<file path="src/design/lkt_pkg.sv">
// ---------------------------------------------------------------------------
// lkt_pkg
// Shared types and constants for the last pressed key tracker.
// ---------------------------------------------------------------------------
package lkt_pkg;

    localparam int NUM_KEYS = 4;
    localparam int LEVEL_W  = 4;
    localparam int STAMP_W  = 32;
    localparam int KEY_W    = $clog2(NUM_KEYS + 1);
    localparam int EVENT_W  = 2;

    typedef logic [KEY_W-1:0]   key_idx_t;
    typedef logic [STAMP_W-1:0] stamp_t;
    typedef stamp_t [NUM_KEYS-1:0] stamp_arr_t;
    typedef key_idx_t [NUM_KEYS-1:0] key_idx_arr_t;

    typedef enum logic [EVENT_W-1:0] {
        EV_NONE     = 2'd0,
        EV_PRESSED  = 2'd1,
        EV_RELEASED = 2'd2
    } event_t;

    typedef event_t [NUM_KEYS-1:0] event_arr_t;

    localparam key_idx_t NO_KEY = key_idx_t'(NUM_KEYS);

    typedef struct packed {
        key_idx_t active;
        event_t   overall;
    } merge_t;

endpackage

</file>
<file path="src/design/lkt_in_if.sv">
// ---------------------------------------------------------------------------
// lkt_in_if
// Sample channel: button levels, timestamp and consumed flag.
// ---------------------------------------------------------------------------
interface lkt_in_if;

    logic                        valid;
    logic                        ready;
    logic [lkt_pkg::LEVEL_W-1:0] key_levels;
    lkt_pkg::stamp_t             sample_time;
    logic                        consumed;

    modport source (
        output valid,
        output key_levels,
        output sample_time,
        output consumed,
        input  ready
    );

    modport sink (
        input  valid,
        input  key_levels,
        input  sample_time,
        input  consumed,
        output ready
    );

endinterface

</file>
<file path="src/design/lkt_out_if.sv">
// ---------------------------------------------------------------------------
// lkt_out_if
// Result channel: held mask, per-key events, active key, overall event.
// ---------------------------------------------------------------------------
interface lkt_out_if;

    logic                                               valid;
    logic                                               ready;
    logic [lkt_pkg::NUM_KEYS-1:0]                       held_mask;
    logic [lkt_pkg::EVENT_W*lkt_pkg::NUM_KEYS-1:0]      key_events;
    lkt_pkg::key_idx_t                                  active_key;
    logic [lkt_pkg::EVENT_W-1:0]                        active_event;

    modport source (
        output valid,
        output held_mask,
        output key_events,
        output active_key,
        output active_event,
        input  ready
    );

    modport sink (
        input  valid,
        input  held_mask,
        input  key_events,
        input  active_key,
        input  active_event,
        output ready
    );

endinterface

</file>
<file path="src/design/lkt_lane.sv">
// ---------------------------------------------------------------------------
// lkt_lane
// Per-key lane: newest held key with a nonzero stamp, lowest index on ties.
// ---------------------------------------------------------------------------
module lkt_lane (
    input  logic [lkt_pkg::NUM_KEYS-1:0] held,
    input  lkt_pkg::stamp_arr_t          stamps,
    output lkt_pkg::key_idx_t            best
);

    always_comb
    begin
        lkt_pkg::stamp_t best_stamp;
        best_stamp = '0;
        best       = lkt_pkg::NO_KEY;
        for (int j = 0; j < lkt_pkg::NUM_KEYS; j++)
        begin
            if (held[j] && (stamps[j] > best_stamp))
            begin
                best       = lkt_pkg::key_idx_t'(j);
                best_stamp = stamps[j];
            end
        end
    end

endmodule

</file>
<file path="src/design/lkt_merge.sv">
// ---------------------------------------------------------------------------
// lkt_merge
// Walks the keys in index order and combines the lane picks into the
// new active key and the overall event.
// ---------------------------------------------------------------------------
module lkt_merge (
    input  logic [lkt_pkg::NUM_KEYS-1:0] level,
    input  logic [lkt_pkg::NUM_KEYS-1:0] held,
    input  lkt_pkg::key_idx_t            active,
    input  lkt_pkg::key_idx_arr_t        cand,
    output lkt_pkg::merge_t              res
);

    always_comb
    begin
        lkt_pkg::key_idx_t act;
        lkt_pkg::event_t   ov;
        act = active;
        ov  = lkt_pkg::EV_NONE;
        for (int k = 0; k < lkt_pkg::NUM_KEYS; k++)
        begin
            if (level[k])
            begin
                if (act == lkt_pkg::NO_KEY)
                begin
                    ov = lkt_pkg::EV_PRESSED;
                end
                if (!held[k])
                begin
                    act = lkt_pkg::key_idx_t'(k);
                end
            end
            else if (act == lkt_pkg::key_idx_t'(k))
            begin
                act = cand[k];
                if (cand[k] == lkt_pkg::NO_KEY)
                begin
                    ov = lkt_pkg::EV_RELEASED;
                end
            end
        end
        res.active  = act;
        res.overall = ov;
    end

endmodule

</file>
<file path="src/design/last_pressed_key_tracker.sv">
// ---------------------------------------------------------------------------
// last_pressed_key_tracker
// Tracks held keys, per-key press/release events and the most recently
// pressed held key.
// ---------------------------------------------------------------------------
// Usage:
//   samples : sink channel, one item per button sample (levels, timestamp,
//             consumed flag). Items with consumed low leave all state as is.
//   results : source channel, one item per accepted sample, showing the
//             state after that sample.
//   Result valid follows in the cycle after sample acceptance; one item per
//   cycle is sustained unless results stall. The result register doubles as
//   the tracker state, so a new sample is taken in the same cycle the previous
//   result drains. Timing is set by the per-key lanes (a chain of stamp
//   compares) feeding the in-order merge of the active key.
//   When the receiver stalls, the result holds and samples.ready stays low
//   until the result is taken.
//   Reset clears all keys, events and stamps, sets the active key to none
//   and empties the result channel.
// ---------------------------------------------------------------------------
module last_pressed_key_tracker (
    input  logic      clk,
    input  logic      rst_n,
    lkt_in_if.sink    samples,
    lkt_out_if.source results
);

    logic [lkt_pkg::NUM_KEYS-1:0] held_reg;
    lkt_pkg::event_arr_t          event_reg;
    lkt_pkg::stamp_arr_t          stamp_reg;
    lkt_pkg::key_idx_t            active_reg;
    lkt_pkg::event_t              overall_reg;
    logic                         valid_reg;

    logic [lkt_pkg::NUM_KEYS-1:0] level;
    lkt_pkg::stamp_arr_t          stamp_next;
    lkt_pkg::event_arr_t          event_next;
    lkt_pkg::key_idx_arr_t        cand;
    lkt_pkg::merge_t              merge_res;
    logic                         accept;
    logic                         update;

    assign samples.ready = !valid_reg || results.ready;
    assign accept        = samples.valid && samples.ready;
    assign update        = accept && samples.consumed;

    genvar k;
    generate
        for (k = 0; k < lkt_pkg::NUM_KEYS; k++)
        begin : g_key
            logic [lkt_pkg::NUM_KEYS-1:0] lane_held;
            lkt_pkg::stamp_arr_t          lane_stamp;

            if (k < lkt_pkg::LEVEL_W)
            begin : g_lvl
                assign level[k] = samples.key_levels[k];
            end
            else
            begin : g_nolvl
                assign level[k] = 1'b0;
            end

            assign stamp_next[k] = (level[k] && !held_reg[k]) ? samples.sample_time
                                                              : stamp_reg[k];

            always_comb
            begin
                if (level[k] && !held_reg[k])
                begin
                    event_next[k] = lkt_pkg::EV_PRESSED;
                end
                else if (!level[k] && held_reg[k])
                begin
                    event_next[k] = lkt_pkg::EV_RELEASED;
                end
                else
                begin
                    event_next[k] = lkt_pkg::EV_NONE;
                end
            end

            // held/stamp view seen by key k during the in-order walk
            always_comb
            begin
                for (int j = 0; j < lkt_pkg::NUM_KEYS; j++)
                begin
                    if (j < k)
                    begin
                        lane_held[j]  = level[j];
                        lane_stamp[j] = stamp_next[j];
                    end
                    else if (j == k)
                    begin
                        lane_held[j]  = 1'b0;
                        lane_stamp[j] = stamp_reg[j];
                    end
                    else
                    begin
                        lane_held[j]  = held_reg[j];
                        lane_stamp[j] = stamp_reg[j];
                    end
                end
            end

            lkt_lane u_lane (
                .held   (lane_held),
                .stamps (lane_stamp),
                .best   (cand[k])
            );
        end
    endgenerate

    lkt_merge u_merge (
        .level  (level),
        .held   (held_reg),
        .active (active_reg),
        .cand   (cand),
        .res    (merge_res)
    );

    always_ff @(posedge clk or negedge rst_n)
    begin
        if (!rst_n)
        begin
            held_reg    <= '0;
            event_reg   <= '{default: lkt_pkg::EV_NONE};
            stamp_reg   <= '0;
            active_reg  <= lkt_pkg::NO_KEY;
            overall_reg <= lkt_pkg::EV_NONE;
            valid_reg   <= 1'b0;
        end
        else
        begin
            if (update)
            begin
                held_reg    <= level;
                event_reg   <= event_next;
                stamp_reg   <= stamp_next;
                active_reg  <= merge_res.active;
                overall_reg <= merge_res.overall;
            end
            if (accept)
            begin
                valid_reg <= 1'b1;
            end
            else if (results.ready)
            begin
                valid_reg <= 1'b0;
            end
        end
    end

    assign results.valid        = valid_reg;
    assign results.held_mask    = held_reg;
    assign results.key_events   = event_reg;
    assign results.active_key   = active_reg;
    assign results.active_event = overall_reg;

endmodule

</file>
<file path="src/flat_wrapper.sv">
// flat-port wrapper written by rule: the top's interface ports become plain ports
module last_pressed_key_tracker_flat 
  (clk, rst_n, samples_valid, samples_key_levels, samples_sample_time, samples_consumed, samples_ready, results_valid, results_held_mask, results_key_events, results_active_key, results_active_event, results_ready);
  lkt_in_if samples_i ();
  lkt_out_if results_i ();
  input  logic clk;
  input  logic rst_n;
  input wire logic [$bits(samples_i.valid)-1:0] samples_valid;
  input wire logic [$bits(samples_i.key_levels)-1:0] samples_key_levels;
  input wire logic [$bits(samples_i.sample_time)-1:0] samples_sample_time;
  input wire logic [$bits(samples_i.consumed)-1:0] samples_consumed;
  output wire logic [$bits(samples_i.ready)-1:0] samples_ready;
  output wire logic [$bits(results_i.valid)-1:0] results_valid;
  output wire logic [$bits(results_i.held_mask)-1:0] results_held_mask;
  output wire logic [$bits(results_i.key_events)-1:0] results_key_events;
  output wire logic [$bits(results_i.active_key)-1:0] results_active_key;
  output wire logic [$bits(results_i.active_event)-1:0] results_active_event;
  input wire logic [$bits(results_i.ready)-1:0] results_ready;
  assign samples_i.valid = samples_valid;
  assign samples_i.key_levels = samples_key_levels;
  assign samples_i.sample_time = samples_sample_time;
  assign samples_i.consumed = samples_consumed;
  assign samples_ready = samples_i.ready;
  assign results_valid = results_i.valid;
  assign results_held_mask = results_i.held_mask;
  assign results_key_events = results_i.key_events;
  assign results_active_key = results_i.active_key;
  assign results_active_event = results_i.active_event;
  assign results_i.ready = results_ready;
  last_pressed_key_tracker u_core (.clk(clk), .rst_n(rst_n), .samples(samples_i), .results(results_i));
endmodule
</file>
<file path="config.mk">
export PLATFORM = sky130hd
export DESIGN_NAME = last_pressed_key_tracker_flat
export DESIGN_NICKNAME = d
export VERILOG_FILES = /design/src/design/lkt_pkg.sv /design/src/design/lkt_in_if.sv /design/src/design/lkt_out_if.sv /design/src/design/lkt_lane.sv /design/src/design/lkt_merge.sv /design/src/design/last_pressed_key_tracker.sv /design/src/flat_wrapper.sv
export SDC_FILE = /design/constraint.sdc
export NUM_CORES = 1
export LEC_CHECK = 0
export BUFFER_PORTS_ARGS = -buffer_cell sky130_fd_sc_hd__buf_2
export CAP_MARGIN = 25
export CORE_MARGIN = 1.5
export CORE_UTILIZATION = 45
export CTS_CLUSTER_SIZE = 8
export DETAILED_ROUTE_END_ITERATION = 6
export PLACE_DENSITY = 0.64
export SKIP_CTS_REPAIR_TIMING = 1
export SYNTH_ARGS = -nofsm -noshare
export SYNTH_HDL_FRONTEND = slang
export SYNTH_SLANG_ARGS = --single-unit
</file>
<file path="constraint.sdc">
create_clock -name clk -period 8.3 [get_ports clk]
set_input_delay 1.66 -clock clk [delete_from_list [all_inputs] [get_ports clk]]
set_output_delay 1.66 -clock clk [all_outputs]
set_load 0.02 [all_outputs]
</file>
==> results.md <==
- Outcome: completed
- GR peak layer: met2
- Synth Cell Area: 13500 um2
- Reg2Reg Launch Point: u_core.g_key[0].lane_stamp[35]
- Final min period: 7850 ps
- CTS buffer count: 17
- CP max stage delay: 440 ps
- Comb power frac: 0.543
- Final nets: just under 2k
- GRT Overall Usage: 0.329
- Vias in the first global route: 12.5k
- Most Frequent Cell on Critical Path: buf_4
- Post-Route WL: approximately 50000 um
- Main flop type after synthesis: dfrtp_1
- Pre-CTS WS: 179 ps
- CP required: 8640 ps
- Clock Sinks: 146
- Initial Utilization: 0.457
- Max_cap viols: 0
- Root Buffer: clkbuf_16
- Worst Path Class, Setup: in2reg
- Multi-input gate area: 9540 um2
- Largest net degree at the start of global routing: 79
- Hold path cells: 2
- DR WL/cell: between 20 and 25 um
- Hold Path Sink: u_core.results.key_events[1]
- Clock share of power: 0.186
- Tightest Pin Transition: 957 ps
- Internal Power: 2.49 mW
- Worst-Skew Late Latency: 460 ps
- Max VDD drop: 0.167 mV
- CP startpoint kind: input pin
- DRT antenna net count: 0
- Post-synth ARST share: 1.00
- Top-area cell type share of the netlist area: 0.268
- Filler cell count: around 2.8k
- Worst hold path type: reg2reg
- Slew HR: 0.362
- CTS clk-pin slew, worst paths: 70 ps
- Register area share after synthesis: 0.270
- Reg-to-reg slack, setup: 920 ps
- Synth warn: 0
- Die area: 31100 um2
- EDFF count, synth: 0
- Storage element area: between 3000 and 4000 um2
- R2R depth: 27
- PD cells: 295 nW/um2
- DRC viols: 0
- Clock skew: 11.1 ps
- Via/cell ratio: between 6 and 7
- Top cells by area, synth: dfrtp_1 27%, ha_1 21%, nand2_1 10%, mux2_2 7.8%, mux2i_1 6.9%
- First-pass GRT wire length: between 70000 and 80000 um
- Core area: 29600 um2
- Final setup TNS: 0 ps
- N_diodes: 0
- CTS tree: built
- HPWL after DPL: 38300 um
- Reg-to-Reg End: u_core.results.active_key[1]
- GR Util met3: 0.0730
- Fmax: 0.127 GHz
- Row count: 63
- Die X: 176 um
- Final Hold Viols: 0
- Worst setup margin: 451 ps
- Clk buf depth: 2
- Final setup vio count: 0
- DR pass1 iterations: 6
- Initial antenna violation count: 0
- M1 GR Usage: 0.449
- Lkg Pwr: 7.74 nW
- DR iter-0 viols: 1108
- Synthesized area per cell: about 8.6 um2
- Layout Cell Area excl Fill: 15700 um2
- Element type at the critical path end: flip-flop
- GR Overflow Total: 0
- H-tree Lvls: 4
- Area delta synth->final: 16.0%
- Total power: 4.63 mW
- HP Start: u_core.results.key_events[1]
- M2 GR Usage: 0.482
- NetSw: 2.14 mW
- Worst Path Arrival: 8190 ps
- Global placement routability congestion: between 1 and 1.5
- Synth Register Bits: 146
- Unrepaired setup endpoints after global routing: false
- Reg power frac: 0.270
- Final Max Tran Viols: 0
- Tcrit/Tclk final: 0.946
- Share of cells above drive strength 1: 0.191
- Placed standard-cell area: 15100 um2
- Vias: 12.9k
- Die height: between 150 and 200 um
- Area leader, netlist: dfrtp_1
- Slowest CP cell: o41ai_2
- Buffers on Ports: 59
- Yosys cell types: 67
- Synth Instances: 1573
- Mapped Nets: ~1.8k
- Sw Ratio: 0.461
- I/O pins: 60
- Number of flip-flops in the largest register: 128
- Worst-path fanout max: 15
layout by cell type (no fill, tap or decap), types with 5 or more instances in the layout:
cell type,n
inv_1,45
buf_4,109
a21oi_1,79
a211oi_1,10
nor3_1,11
nor2_1,58
o31ai_1,6
mux2i_1,93
nor4_1,31
nand2_1,375
o21ai_0,53
nor2b_1,37
o211ai_1,10
ha_1,224
nand2b_1,6
clkinv_4,5
o21a_1,7
buf_2,58
or4_1,7
a21o_1,25
mux2_2,94
dfrtp_1,145
nand3_1,18
nand4_1,60
clkbuf_16,17
a31oi_1,40
layout make-up:
cell class / count / area share
Sequential cell: 146 / 0.233
Timing Repair Buffer: 173 / 0.0781
Inverter: 45 / 0.0108
Multi-Input combinational cell: 1317 / 0.607
Tap cell: 390 / 0.0311
Clock inverter: 15 / 0.0133
Clock buffer: 17 / 0.0271
worst max-delay path by stage:
stage | startpoint | end | slack (ps)
after global routing | samples_sample_time[24] | u_core.results.active_event[1] | 10
after global placement | samples_sample_time[24] | u_core.results.active_event[1] | 280
after CTS | samples_sample_time[11] | u_core.results.active_event[1] | 590
after floorplan | samples_key_levels[0] | u_core.results.active_event[1] | 450
after detailed placement | samples_sample_time[11] | u_core.results.active_event[1] | 180
final | samples_sample_time[24] | u_core.results.active_key[1] | 450
per-stage QoR:
step | std cells | util | hold slack [ps]
floorplan | 1573 | - | 471
global placement | 2070 | 0.508 | 456
detailed placement | 2071 | 0.509 | 461
CTS | 2103 | 0.530 | 475
global route | 2103 | 0.530 | 503
finish | 2103 | 0.530 | 473
kinds of logic (layout without fill, tap and decap cells):
logic type               after synthesis  in the layout  share of synthesized area
AND/OR/NAND/NOR                      627            627                      0.210
flip-flops                           146            146                      0.270
AO/OA/AOI/OAI                        278            278                      0.135
buffers and inverters                110            250                     0.0308
multiplexers                         188            188                      0.148
adder cells (fa/ha/maj)              224            224                      0.207
power groups by stage:
stage | combinational (mW) | sequential (mW) | clock (mW)
after global placement | 2.40 | 1.24 | 0
after CTS | 2.47 | 1.23 | 0.873
final | 2.52 | 1.25 | 0.862
after global routing | 2.79 | 1.27 | 0.900
after floorplan | 1.66 | 1.11 | 0
after detailed placement | 2.45 | 1.25 | 0
critical path: cells and delay by family:
kind / cells / cell delay [ps]
AO/OA/AOI/OAI: 11 / 2720
buffers and inverters: 9 / 1590
AND/OR/NAND/NOR: 7 / 1290
adder cells (fa/ha/maj): 2 / 560
multiplexers: 1 / 340
routing by layer:
layer,part of all wire,vias to the layer above
met5,0,-
met2,0.42,563
met3,0.080,116
met4,0.049,0
li1,-,6014
met1,0.45,6253
synth_stat cells, drive strengths merged, types with 3 or more instances:
| cell | n |
|---|---|
| o31ai | 6 |
| mux2i | 93 |
| mux2 | 95 |
| a2111oi | 5 |
| nor2 | 61 |
| ha | 224 |
| o21a | 8 |
| a21oi | 83 |
| and2 | 3 |
| a211o | 3 |
| nor4 | 32 |
| a211oi | 10 |
| clkbuf | 49 |
| a31oi | 40 |
| a31o | 3 |
| nand2b | 8 |
| inv | 45 |
| buf | 16 |
| a21o | 25 |
| nand2 | 376 |
| or4 | 8 |
| nand3 | 19 |
| or3 | 4 |
| nor2b | 37 |
| o21ai | 55 |
| nor3 | 11 |
| a22oi | 4 |
| dfrtp | 145 |
| o211ai | 10 |
| nand4 | 61 |
(Power assumes the default switching activity.)
